--- config.mk ---
export PLATFORM = sky130hd
export DESIGN_NAME = inverter_overload_current_limiter_flat
export DESIGN_NICKNAME = d
export VERILOG_FILES = /design/src/rtl/olc_pkg.sv /design/src/rtl/olc_if.sv /design/src/rtl/olc_cmpsub.sv /design/src/rtl/inverter_overload_current_limiter.sv /design/src/flat_wrapper.sv
export SDC_FILE = /design/constraint.sdc
export NUM_CORES = 2
export LEC_CHECK = 0
export BUFFER_PORTS_ARGS = -buffer_cell sky130_fd_sc_hd__buf_4
export CORE_AREA = 10 10 308 369
export DETAILED_ROUTE_END_ITERATION = 8
export DIE_AREA = 0 0 318 379
export GPL_TIMING_DRIVEN = 0
export MAX_ROUTING_LAYER = met4
export PLACE_DENSITY = 0.55
export REMOVE_ABC_BUFFERS = 1
export SYNTH_ARGS = -nofsm -noshare
export SYNTH_HDL_FRONTEND = slang
export SYNTH_SLANG_ARGS = --single-unit
--- constraint.sdc ---
create_clock -name clk -period 12.1 [get_ports clk]
set_input_delay 2.42 -clock clk [delete_from_list [all_inputs] [get_ports clk]]
set_output_delay 2.42 -clock clk [all_outputs]
set_load 0.1 [all_outputs]
--- src/rtl/olc_pkg.sv ---
`default_nettype none

package olc_pkg;

    localparam int IN_W       = 16;
    localparam int LIMIT_W    = 14;
    localparam int MAG_W      = 16;
    localparam int CNT_W      = 16;
    localparam int DIV_W      = 8;
    localparam int CFG_IDX_W  = 3;
    localparam int CFG_DATA_W = 16;

    typedef logic [CFG_IDX_W-1:0] cfg_idx_t;

    localparam cfg_idx_t REG_DIVIDE_COUNT      = 3'd0;
    localparam cfg_idx_t REG_RECOVERY_DELAY    = 3'd1;
    localparam cfg_idx_t REG_FULL_OVERLOAD_END = 3'd2;
    localparam cfg_idx_t REG_MID_OVERLOAD_END  = 3'd3;
    localparam cfg_idx_t REG_LAST_OVERLOAD_END = 3'd4;

endpackage

`default_nettype wire

--- src/rtl/olc_if.sv ---
`default_nettype none

interface olc_sample_if import olc_pkg::*; ();
    logic                   valid;
    logic                   ready;
    logic signed [IN_W-1:0] current_d;
    logic signed [IN_W-1:0] current_q;

    modport source (output valid, output current_d, output current_q, input ready);
    modport sink (input valid, input current_d, input current_q, output ready);
endinterface

interface olc_result_if import olc_pkg::*; ();
    logic               valid;
    logic               ready;
    logic [LIMIT_W-1:0] current_limit;
    logic [MAG_W-1:0]   current_magnitude;
    logic               in_recovery;
    logic [CNT_W-1:0]   overload_level;

    modport source (output valid, output current_limit, output current_magnitude,
                    output in_recovery, output overload_level, input ready);
    modport sink (input valid, input current_limit, input current_magnitude,
                  input in_recovery, input overload_level, output ready);
endinterface

interface olc_cfg_if import olc_pkg::*; ();
    logic                  valid;
    logic                  ready;
    cfg_idx_t              index;
    logic [CFG_DATA_W-1:0] data;

    modport source (output valid, output index, output data, input ready);
    modport sink (input valid, input index, input data, output ready);
endinterface

`default_nettype wire

--- src/rtl/olc_cmpsub.sv ---
`default_nettype none

module olc_cmpsub #(
    parameter int W = 32
) (
    input  wire logic [W-1:0] a,
    input  wire logic [W-1:0] b,
    output logic              ge,
    output logic [W-1:0]      diff
);

    logic [W:0] wide_diff;

    assign wide_diff = {1'b0, a} - {1'b0, b};
    assign ge        = ~wide_diff[W];
    assign diff      = wide_diff[W-1:0];

endmodule

`default_nettype wire

--- src/rtl/inverter_overload_current_limiter.sv ---
// A tick without a slow update gives its result in the cycle after transfer, one tick per cycle
// while the result slot is free. A slow-update tick runs the shared compare-subtract unit for
// a 16-step square root and a FRAC_BITS-step divide: it steps through ST_MUL_D, ST_MUL_Q,
// ST_ROOT, ST_SEL, ST_DIV and ST_FIN (the last two only when a divide is needed) to ST_DONE,
// which loads the result once the slot is free; the sample side is not ready meanwhile.
// Reset clears the control state and loads the register defaults and a limit of 2.0 pu.
`default_nettype none

module inverter_overload_current_limiter import olc_pkg::*; #(
    parameter int FRAC_BITS = 12
) (
    input wire logic   clk,
    input wire logic   rst_n,
    olc_sample_if.sink   sample,
    olc_result_if.source result,
    olc_cfg_if.sink      cfg
);

    localparam int AW = (FRAC_BITS + 20 > 32) ? FRAC_BITS + 20 : 32;
    localparam int LW = FRAC_BITS + 2;
    localparam int CW = $clog2((FRAC_BITS > 16) ? FRAC_BITS : 16) + 1;

    localparam logic [31:0]   THRESH_PU  = 32'((102 * (64'd1 << FRAC_BITS)) / 100);
    localparam logic [LW-1:0] ONE_PU     = LW'(1) << FRAC_BITS;
    localparam logic [LW-1:0] TWO_PU     = ONE_PU << 1;
    localparam logic [LW-1:0] ONEHALF_PU = ONE_PU + (ONE_PU >> 1);

    localparam logic [2:0] ST_IDLE  = 3'd0;
    localparam logic [2:0] ST_MUL_D = 3'd1;
    localparam logic [2:0] ST_MUL_Q = 3'd2;
    localparam logic [2:0] ST_ROOT  = 3'd3;
    localparam logic [2:0] ST_SEL   = 3'd4;
    localparam logic [2:0] ST_DIV   = 3'd5;
    localparam logic [2:0] ST_FIN   = 3'd6;
    localparam logic [2:0] ST_DONE  = 3'd7;

    logic [DIV_W-1:0] divide_count_reg;
    logic [CNT_W-1:0] recovery_delay_reg;
    logic [CNT_W-1:0] full_end_reg;
    logic [CNT_W-1:0] mid_end_reg;
    logic [CNT_W-1:0] last_end_reg;

    logic [2:0]       state_reg, state_next;
    logic [CW-1:0]    cnt_reg, cnt_next;
    logic [AW-1:0]    rem_reg, rem_next;
    logic [AW-1:0]    sub_reg, sub_next;
    logic [AW-1:0]    quot_reg, quot_next;
    logic             seg_last_reg, seg_last_next;

    logic [DIV_W-1:0] prescale_reg, prescale_next;
    logic [CNT_W-1:0] overload_reg, overload_next;
    logic [CNT_W-1:0] delay_reg, delay_next;
    logic             recovery_reg, recovery_next;
    logic [MAG_W-1:0] mag_reg, mag_next;
    logic [LW-1:0]    limit_reg, limit_next;

    logic signed [IN_W-1:0] d_reg, q_reg;

    logic               res_valid_reg, res_valid_next;
    logic [LIMIT_W-1:0] res_limit_reg;
    logic [MAG_W-1:0]   res_mag_reg;
    logic               res_rec_reg;
    logic [CNT_W-1:0]   res_level_reg;
    logic               res_load;

    logic               take;
    logic               out_free;
    logic [DIV_W-1:0]   prescale_inc;
    logic               slow_tick;
    logic [CNT_W-1:0]   oc_upd;
    logic [CNT_W-1:0]   dc_upd;
    logic               rec_upd;

    logic signed [IN_W-1:0]   mul_op;
    logic signed [2*IN_W-1:0] mul_sq;

    logic [AW-1:0]      unit_b;
    logic               unit_ge;
    logic [AW-1:0]      unit_diff;

    logic [CNT_W-1:0]   seg_mid_span;
    logic [CNT_W-1:0]   seg_last_span;
    logic [CNT_W-1:0]   seg_mid_pos;
    logic [CNT_W-1:0]   seg_last_pos;

    olc_cmpsub #(.W(AW)) u_cmpsub (
        .a    (rem_reg),
        .b    (unit_b),
        .ge   (unit_ge),
        .diff (unit_diff)
    );

    assign out_free     = ~res_valid_reg | result.ready;
    assign sample.ready = (state_reg == ST_IDLE) & out_free;
    assign take         = sample.valid & sample.ready;
    assign cfg.ready    = 1'b1;

    assign result.valid             = res_valid_reg;
    assign result.current_limit     = res_limit_reg;
    assign result.current_magnitude = res_mag_reg;
    assign result.in_recovery       = res_rec_reg;
    assign result.overload_level    = res_level_reg;

    assign prescale_inc = prescale_reg + DIV_W'(1);
    assign slow_tick    = prescale_inc > divide_count_reg;

    assign mul_op = (state_reg == ST_MUL_D) ? d_reg : q_reg;
    assign mul_sq = mul_op * mul_op;

    assign unit_b = (state_reg == ST_ROOT) ? (quot_reg + sub_reg) : sub_reg;

    assign seg_mid_span  = mid_end_reg - full_end_reg;
    assign seg_last_span = last_end_reg - mid_end_reg;
    assign seg_mid_pos   = overload_reg - full_end_reg;
    assign seg_last_pos  = overload_reg - mid_end_reg;

    always_comb
    begin
        oc_upd  = overload_reg;
        dc_upd  = delay_reg;
        rec_upd = recovery_reg;
        if ({16'd0, mag_reg} > THRESH_PU)
        begin
            if (overload_reg != {CNT_W{1'b1}})
            begin
                oc_upd = overload_reg + CNT_W'(1);
            end
            dc_upd = '0;
        end
        else if (overload_reg != '0)
        begin
            if (delay_reg >= recovery_delay_reg)
            begin
                oc_upd  = overload_reg - CNT_W'(1);
                rec_upd = 1'b1;
            end
            else
            begin
                dc_upd = delay_reg + CNT_W'(1);
            end
        end
        if (rec_upd && (oc_upd == '0))
        begin
            rec_upd = 1'b0;
        end
    end

    always_comb
    begin
        state_next    = state_reg;
        cnt_next      = cnt_reg;
        rem_next      = rem_reg;
        sub_next      = sub_reg;
        quot_next     = quot_reg;
        seg_last_next = seg_last_reg;
        prescale_next = prescale_reg;
        overload_next = overload_reg;
        delay_next    = delay_reg;
        recovery_next = recovery_reg;
        mag_next      = mag_reg;
        limit_next    = limit_reg;
        res_load      = 1'b0;

        case (state_reg)
            ST_IDLE:
            begin
                if (take)
                begin
                    if (slow_tick)
                    begin
                        prescale_next = '0;
                        overload_next = oc_upd;
                        delay_next    = dc_upd;
                        recovery_next = rec_upd;
                        state_next    = ST_MUL_D;
                    end
                    else
                    begin
                        prescale_next = prescale_inc;
                        res_load      = 1'b1;
                    end
                end
            end
            ST_MUL_D:
            begin
                rem_next   = AW'($unsigned(mul_sq));
                state_next = ST_MUL_Q;
            end
            ST_MUL_Q:
            begin
                rem_next   = rem_reg + AW'($unsigned(mul_sq));
                sub_next   = AW'(1) << 30;
                quot_next  = '0;
                cnt_next   = CW'(15);
                state_next = ST_ROOT;
            end
            ST_ROOT:
            begin
                if (unit_ge)
                begin
                    rem_next  = unit_diff;
                    quot_next = (quot_reg >> 1) + sub_reg;
                end
                else
                begin
                    quot_next = quot_reg >> 1;
                end
                sub_next = sub_reg >> 2;
                cnt_next = cnt_reg - CW'(1);
                if (cnt_reg == '0)
                begin
                    state_next = ST_SEL;
                end
            end
            ST_SEL:
            begin
                mag_next   = quot_reg[MAG_W-1:0];
                quot_next  = '0;
                cnt_next   = CW'(FRAC_BITS - 1);
                state_next = ST_DONE;
                if (recovery_reg)
                begin
                    limit_next = ONE_PU;
                end
                else if (overload_reg != '0)
                begin
                    if (overload_reg <= full_end_reg)
                    begin
                        limit_next = TWO_PU;
                    end
                    else if (overload_reg <= mid_end_reg)
                    begin
                        rem_next      = (AW'(seg_mid_pos) << FRAC_BITS) + AW'(seg_mid_span);
                        sub_next      = (AW'(seg_mid_span) << 1) << (FRAC_BITS - 1);
                        seg_last_next = 1'b0;
                        state_next    = ST_DIV;
                    end
                    else if (overload_reg <= last_end_reg)
                    begin
                        rem_next      = ((AW'(seg_last_pos) * AW'(3)) << FRAC_BITS)
                                      + AW'(seg_last_span) * AW'(5);
                        sub_next      = (AW'(seg_last_span) * AW'(10)) << (FRAC_BITS - 1);
                        seg_last_next = 1'b1;
                        state_next    = ST_DIV;
                    end
                    else
                    begin
                        limit_next    = ONE_PU;
                        recovery_next = 1'b1;
                    end
                end
            end
            ST_DIV:
            begin
                if (unit_ge)
                begin
                    rem_next = unit_diff;
                end
                quot_next = {quot_reg[AW-2:0], unit_ge};
                sub_next  = sub_reg >> 1;
                cnt_next  = cnt_reg - CW'(1);
                if (cnt_reg == '0)
                begin
                    state_next = ST_FIN;
                end
            end
            ST_FIN:
            begin
                limit_next = (seg_last_reg ? ONEHALF_PU : TWO_PU) - quot_reg[LW-1:0];
                state_next = ST_DONE;
            end
            ST_DONE:
            begin
                if (out_free)
                begin
                    res_load   = 1'b1;
                    state_next = ST_IDLE;
                end
            end
            default:
            begin
                state_next = ST_IDLE;
            end
        endcase
    end

    always_comb
    begin
        res_valid_next = res_valid_reg;
        if (result.valid && result.ready)
        begin
            res_valid_next = 1'b0;
        end
        if (res_load)
        begin
            res_valid_next = 1'b1;
        end
    end

    always_ff @(posedge clk or negedge rst_n)
    begin
        if (!rst_n)
        begin
            divide_count_reg   <= DIV_W'(100);
            recovery_delay_reg <= CNT_W'(100);
            full_end_reg       <= CNT_W'(100);
            mid_end_reg        <= CNT_W'(300);
            last_end_reg       <= CNT_W'(600);
            state_reg          <= ST_IDLE;
            cnt_reg            <= '0;
            prescale_reg       <= '0;
            overload_reg       <= '0;
            delay_reg          <= '0;
            recovery_reg       <= 1'b0;
            mag_reg            <= '0;
            limit_reg          <= TWO_PU;
            res_valid_reg      <= 1'b0;
        end
        else
        begin
            if (cfg.valid && cfg.ready)
            begin
                case (cfg.index)
                    REG_DIVIDE_COUNT:      divide_count_reg   <= cfg.data[DIV_W-1:0];
                    REG_RECOVERY_DELAY:    recovery_delay_reg <= cfg.data;
                    REG_FULL_OVERLOAD_END: full_end_reg       <= cfg.data;
                    REG_MID_OVERLOAD_END:  mid_end_reg        <= cfg.data;
                    REG_LAST_OVERLOAD_END: last_end_reg       <= cfg.data;
                    default:
                    begin
                    end
                endcase
            end
            state_reg     <= state_next;
            cnt_reg       <= cnt_next;
            prescale_reg  <= prescale_next;
            overload_reg  <= overload_next;
            delay_reg     <= delay_next;
            recovery_reg  <= recovery_next;
            mag_reg       <= mag_next;
            limit_reg     <= limit_next;
            res_valid_reg <= res_valid_next;
        end
    end

    always_ff @(posedge clk)
    begin
        rem_reg      <= rem_next;
        sub_reg      <= sub_next;
        quot_reg     <= quot_next;
        seg_last_reg <= seg_last_next;
        if (take)
        begin
            d_reg <= sample.current_d;
            q_reg <= sample.current_q;
        end
        if (res_load)
        begin
            res_limit_reg <= LIMIT_W'(limit_next);
            res_mag_reg   <= mag_next;
            res_rec_reg   <= recovery_next;
            res_level_reg <= overload_next;
        end
    end

endmodule

`default_nettype wire

--- src/flat_wrapper.sv ---
// flat-port wrapper written by rule: the top's interface ports become plain ports
module inverter_overload_current_limiter_flat import olc_pkg::*;
#(
    parameter int FRAC_BITS = 12
)
  (clk, rst_n, sample_valid, sample_current_d, sample_current_q, sample_ready, result_valid, result_current_limit, result_current_magnitude, result_in_recovery, result_overload_level, result_ready, cfg_valid, cfg_index, cfg_data, cfg_ready);
  olc_sample_if sample_i ();
  olc_result_if result_i ();
  olc_cfg_if cfg_i ();
  input wire logic clk;
  input wire logic rst_n;
  input wire logic [$bits(sample_i.valid)-1:0] sample_valid;
  input wire logic [$bits(sample_i.current_d)-1:0] sample_current_d;
  input wire logic [$bits(sample_i.current_q)-1:0] sample_current_q;
  output wire logic [$bits(sample_i.ready)-1:0] sample_ready;
  output wire logic [$bits(result_i.valid)-1:0] result_valid;
  output wire logic [$bits(result_i.current_limit)-1:0] result_current_limit;
  output wire logic [$bits(result_i.current_magnitude)-1:0] result_current_magnitude;
  output wire logic [$bits(result_i.in_recovery)-1:0] result_in_recovery;
  output wire logic [$bits(result_i.overload_level)-1:0] result_overload_level;
  input wire logic [$bits(result_i.ready)-1:0] result_ready;
  input wire logic [$bits(cfg_i.valid)-1:0] cfg_valid;
  input wire logic [$bits(cfg_i.index)-1:0] cfg_index;
  input wire logic [$bits(cfg_i.data)-1:0] cfg_data;
  output wire logic [$bits(cfg_i.ready)-1:0] cfg_ready;
  assign sample_i.valid = sample_valid;
  assign sample_i.current_d = sample_current_d;
  assign sample_i.current_q = sample_current_q;
  assign sample_ready = sample_i.ready;
  assign result_valid = result_i.valid;
  assign result_current_limit = result_i.current_limit;
  assign result_current_magnitude = result_i.current_magnitude;
  assign result_in_recovery = result_i.in_recovery;
  assign result_overload_level = result_i.overload_level;
  assign result_i.ready = result_ready;
  assign cfg_i.valid = cfg_valid;
  assign cfg_i.index = cfg_index;
  assign cfg_i.data = cfg_data;
  assign cfg_ready = cfg_i.ready;
  inverter_overload_current_limiter #(.FRAC_BITS(FRAC_BITS)) u_core (.clk(clk), .rst_n(rst_n), .sample(sample_i), .result(result_i), .cfg(cfg_i));
endmodule
# Yosys cells after proc, flatten, opt, wreduce, memory -nomap -nowiden
# Index checks and enable logic that the tools add are counted.
[totals] regBits=328 inputBits=56 output_inout_bits=50 wordCells=174
[op_classes] add_sub_neg=16 mul=4 n_lt_le_gt_ge=6 n_eq_ne=23 muxes=67 n_bitwise=7 n_reduce_logical=27
[op_table] cell="32-bit two-way mux" n=13
[op_table] cell="32-bit one-hot mux with 4 select lines" n=2
[op_table] cell="16-bit two-way mux" n=12
[op_table] cell="32-bit one-hot mux with 3 select lines" n=1
[op_table] cell="14-bit two-way mux" n=6
[op_table] cell="32-bit adder" n=2
[op_table] cell="16-bit subtractor" n=4
[op_table] cell="16-bit <= comparator" n=3
[op_table] cell="16-bit by 3-bit multiplier with 19-bit output, second input constant" n=2
[op_table] cell="32-bit by 32-bit subtractor with 33-bit output" n=1
[op_table] cell="16-bit by 1-bit adder with 16-bit output, second input constant" n=2
[op_table] cell="31-bit by 32-bit adder with 32-bit output" n=1
[op_table] cell="16-bit by 16-bit multiplier with 32-bit output" n=1
[op_table] cell="30-bit by 19-bit adder with 31-bit output" n=1
[op_table] cell="28-bit by 16-bit adder with 29-bit output" n=1
[op_table] cell="14-bit one-hot mux with 2 select lines" n=1
[op_table] cell="3-bit two-way mux" n=9
[op_table] cell="3-bit one-hot mux with 8 select lines" n=1
[op_table] cell="5-bit AND reduction" n=4
[op_table] cell="16-bit by 2-bit multiplier with 18-bit output, second input constant" n=1
[op_table] cell="1-bit two-way mux" n=17
[op_table] cell="16-bit >= comparator" n=1
[op_table] cell="16-bit by 13-bit > comparator with 1-bit output, second input constant" n=1
[op_table] cell="16-bit zero test" n=1
[op_table] cell="29 further kinds" n=62

# Logic depth before layout (Yosys ltp)
[depth] ltp_word=10 depth_mapped=41 depth_no_buf=39

# Hierarchy
# From an unflattened synthesis, not the netlist that was laid out.
[hier_totals] cells_unflattened=4279 hier_area_um2=37410.9
[modules_own_cells] mod="inverter_overload_current_limiter" instances=1 cells_per_inst=4003 area_per_inst_um2=35496.5 seq_area_each_um2=9081.2
[modules_own_cells] mod="olc_cmpsub" instances=1 cells_per_inst=276 area_per_inst_um2=1914.3 seq_area_each_um2=0.0

# Least setup slack after synthesis
# No wires, ideal clock.
[synth_path] kind="reg2reg" startpoint="reg u_core.state_reg[1]" endpoint="reg u_core.rem_reg[31] (data pin)" setup_time_ps=265 arrival_time_ps=9048 required_time_ps=11835 setup_slack_ps=2787 path_stages_with_launch=40 path_buffers=3 period_less_slack_ps=9313 path_cell_list="dfrtp_1 or2_1 clkbuf_1 nor2_1 buf_2 mux2_2 clkbuf_1 nand2_1 inv_1 fa_1 inv_1 fa_1 fa_1 fa_1 inv_1 fa_1 inv_1 fa_1 [4 not listed] o311a_1 o21ai_0 o21ai_1 a21oi_1 o22ai_1 o41ai_1 xnor2_1 ha_1 a21o_1 a21o_1 a21o_1 a221oi_1 o21ai_0 a221o_1 a31oi_1 xor2_1 xnor2_1 o21bai_1"
[synth_between] elab_chain_len=5 word_cells_on_any_way=13 cone_classes="2 x add/sub; 1 x mul; 5 x eq/ne; 4 x mux; 1 x reduce/logical"
[synth_lines] item="start, declared" line_no="inverter_overload_current_limiter.sv:43" text="logic [2:0] state_reg, state_next;"
[synth_lines] item="start signal, assigned" line_no="inverter_overload_current_limiter.sv:334" text="state_reg <= state_next;"
[synth_lines] item="3-bit by 1-bit equality test with 1-bit output or 3-bit by 2-bit equality test with 1-bit output (tied branches)" line_no="inverter_overload_current_limiter.sv:107, inverter_overload_current_limiter.sv:164, inverter_overload_current_limiter.sv:110"
[synth_lines] item="16-bit two-way mux or 32-bit two-way mux (tied branches)" line_no="inverter_overload_current_limiter.sv:107, inverter_overload_current_limiter.sv:110"
[synth_lines] item="16-bit by 16-bit multiplier with 32-bit output or 32-bit by 32-bit subtractor with 33-bit output (tied branches)" line_no="inverter_overload_current_limiter.sv:108, olc_cmpsub.sv:14"
[synth_lines] item="32-bit adder or 32-bit two-way mux (tied branches)" line_no="inverter_overload_current_limiter.sv:191, inverter_overload_current_limiter.sv:199, inverter_overload_current_limiter.sv:255"
[synth_lines] item="32-bit one-hot mux with 4 select lines (*)" line_no="inverter_overload_current_limiter.sv:164" text="case (state_reg)"
[synth_lines] item="via u_core.rem_next[31]" line_no="inverter_overload_current_limiter.sv:45" text="logic [AW-1:0] rem_reg, rem_next;"
[synth_lines] item="end signal, assigned" line_no="inverter_overload_current_limiter.sv:348" text="rem_reg <= rem_next;"
[synth_lines] item="end, declared" line_no="inverter_overload_current_limiter.sv:45"
# Mark *: on every way through the listed nets, which the timed path passes. The rest lies on a longest branch. The select of a mux whose other input is x is not followed.
# A chain may end at the register's enable or synchronous reset.

# Final worst setup path
# Same ends and word-level chain as after synthesis.

==> results.py <==
metrics = {
    "die": {
        "io_pins": 106,
        "start_util": 0.3470,
        "fp.dieH_um": 379,
        "die-area_um2": 120500,
        "rows": 131,
        "core_area_um2": 106000,
        "die_width_um": 318,
    },
    "clock_tree": {
        "numClockSinks": 327,
        "root_buffer": "clkbuf_16",
        "htreeDepth": 2,
        "cts.path.max_buffers": 3,
        "clock_latency_ps": 630,
        "cts_buffers": 45,
        "cts_tree": "done",
        "cts_setup_buffers": 0,
        "clk_pin_slew_worst_paths_ps": 60,
    },
    "routing": {
        "drc": 0,
        "wirelength_mm": 105.9,
        "wl_per_cell_um": 18.78,
        "via_per_inst": 5.292,
        "first_iter_violations": 1503,
        "vias": 29837,
        "postRouteAntennaNets": 0,
        "firstDrtPassIters": 7,
    },
    "final_layout": {
        "nNetsFinal": 4905,
        "fin_util": 0.3864,
        "drive_gt1_frac": 0.07288,
        "layout_commonest_cell": "inv_1",
        "final_cell_mix": "542 x inv_1, 416 x nand2_1, 386 x ha_1",
        "layout-area-overhead-vs-synth_pct": 11.34,
        "instances_no_fill": 5638,
    },
    "worst_setup_path": {
        "cp.depth": 32,
        "cp_top_family": "adder cells",
        "critPathArrivalTime_ps": 11750,
        "crit_required_ps": 12460,
        "crit_fanout": 21,
        "cp_slowest_stage_delay_ps": 810,
        "critical_path_buf_inv_count": 4,
        "start_kind": "register",
        "cpMostUsedCell": "fa_1",
        "worst_path_max_delay_cell": "mux2i_2",
        "end_kind": "register",
        "r2r_cells": 32,
        "path_class": "reg -> reg",
    },
    "timing": {
        "skew_ps": 44.19,
        "period_needed_ps": 11390,
        "rsz0062_at_grt": "no",
        "finalWorstSetupSlack_ps": 712.2,
        "fmax_mhz": 87.81,
        "maxSlewViolCount": 0,
        "slew_headroom": 0.1890,
        "setup-violations-final": 0,
        "hold_violations": 0,
        "period_share": 0.9411,
        "tightestPinTransition_ps": 1207,
        "whs_ps": 500.9,
    },
    "yosys": {
        "syn-instance-count": 4147,
        "synth-seq-cells": 327,
        "synth_warnings": 0,
        "synth_cell_types": 102,
        "synth_edf_count": 175,
        "ys_async_sr_fraction": 0.4648,
        "seq_area_frac_synth": 0.2468,
        "netlist_area_um2": 36800,
        "ys.flop_type": "edfxtp_1",
        "avgSynthCellArea_um2": 8.874,
    },
    "hold_path": {
        "hold_depth": 2,
        "hold_class": "reg -> reg",
    },
    "global_route": {
        "grt_use_total": 0.1788,
        "antenna_found_initial": 3,
        "grt_pass1_wl_mm": 169.9,
        "overflow": 0,
        "grt_pass1_vias": 30638,
        "grt_start_max_net_pins": 111,
    },
    "placement": {
        "routabilityCongestion": 0.8940,
        "hpwlAfterDp_mm": 85.55,
        "port_buffers": 104,
        "post-place-ws_ps": -250.9,
        "placedCellCount": 5552,
    },
    "job": {
        "maxCapViolCount": 0,
    },
    "status": {
        "status": "completed",
    },
}
## kinds of logic (layout without fill, tap and decap cells)
kind of cell             Yosys count  after routing  synth area share
AND/OR/NAND/NOR                 1117           1117            0.1403
other                              1              3         0.0001019
flip-flops                       327            327            0.2468
adder cells (fa/ha/maj)          646            646            0.2727
buffers and inverters            668            761           0.06940
multiplexers                      54             54           0.01571
XOR/XNOR                         289            289           0.06878
AO/OA/AOI/OAI                   1045           1045            0.1863
## final timing paths
check | from | endpoint | slack [ps]
setup / recovery | u_core.state_reg[1] | u_core.rem_reg[31] | 710
hold / removal | u_core.mag_reg[0] | u_core.mag_reg[0] | 500
setup reg to reg | u_core.state_reg[1] | u_core.rem_reg[31] | 710
hold reg to reg | u_core.mag_reg[0] | u_core.mag_reg[0] | 500
max in group asynchronous | rst_n | u_core.state_reg[0] | 9440
min in group asynchronous | rst_n | u_core.last_end_reg[13] | 1680
## worst min-delay path, delay by kind of cell, from the launching register on
family	cells	cell delay (ps)
AOI/OAI and AO/OA	1	90
DFF	1	320
and+or+nand+nor	1	40
## what timing repair did
action | CTS | global route
setup endpoints to repair | 3 | 5
hold buffers | 0 | 0
gates resized for setup | 2 | 3
## Yosys cell counts, drive strengths merged, types with 25 or more instances
| library cell | count | area (um2) |
|---|---|---|
| nand2b | 27 | 168.9 |
| buf | 25 | 140.1 |
| nor3 | 80 | 426.7 |
| edfxtp | 175 | 5255 |
| ha | 386 | 4830 |
| dfrtp | 134 | 3353 |
| a31oi | 39 | 244.0 |
| a21o | 101 | 758.2 |
| nor2 | 307 | 1171 |
| nand3 | 76 | 392.9 |
| mux2 | 30 | 337.8 |
| a21oi | 255 | 1276 |
| inv | 546 | 2049 |
| nand4 | 30 | 187.7 |
| clkbuf | 89 | 334.1 |
| nand2 | 418 | 1569 |
| a22o | 33 | 289.0 |
| o21a | 50 | 375.4 |
| o21ai | 252 | 1265 |
| xor2 | 89 | 779.5 |
| and3 | 33 | 206.5 |
| or3 | 27 | 168.9 |
| a211oi | 33 | 247.7 |
| o211ai | 27 | 202.7 |
| xnor2 | 200 | 1752 |
| nor2b | 34 | 212.7 |
| o21bai | 37 | 277.8 |
| fa | 260 | 5205 |
## per-stage QoR
| stage | TNS [ps] | instance area, um2 |
|---|---|---|
| 6_report | 0 | 40970 |
| 4_1_cts | 0 | 40960 |
| 3_3_place_gp | -10510 | 38850 |
| 5_1_grt | 0 | 40970 |
| 2_1_floorplan | 0 | 36320 |
| 3_5_place_dp | -665.3 | 39300 |
## per-layer routing
layer,part of all wire,global-route usage,up-vias
li1,-,-,14569
met1,0.43,0.2114,14525
met2,0.50,0.3154,588
met3,0.033,0.01737,155
met4,0.035,0.06128,0
met5,0,-,-
## layout make-up
cell class,instances,area (um2)
repair buffers,123,1134
inverters,554,2079
clock inverters,20,355.3
clock buffers,64,1300
flip-flops and latches,327,9082
multi-input cells,3152,25270
well taps,1396,1747
fillers,10778,65080
diodes,2,5.005
Power is left out: the tool's default activity adds up to more than one toggle a clock period on the data nets, which glitch-free logic cannot reach.
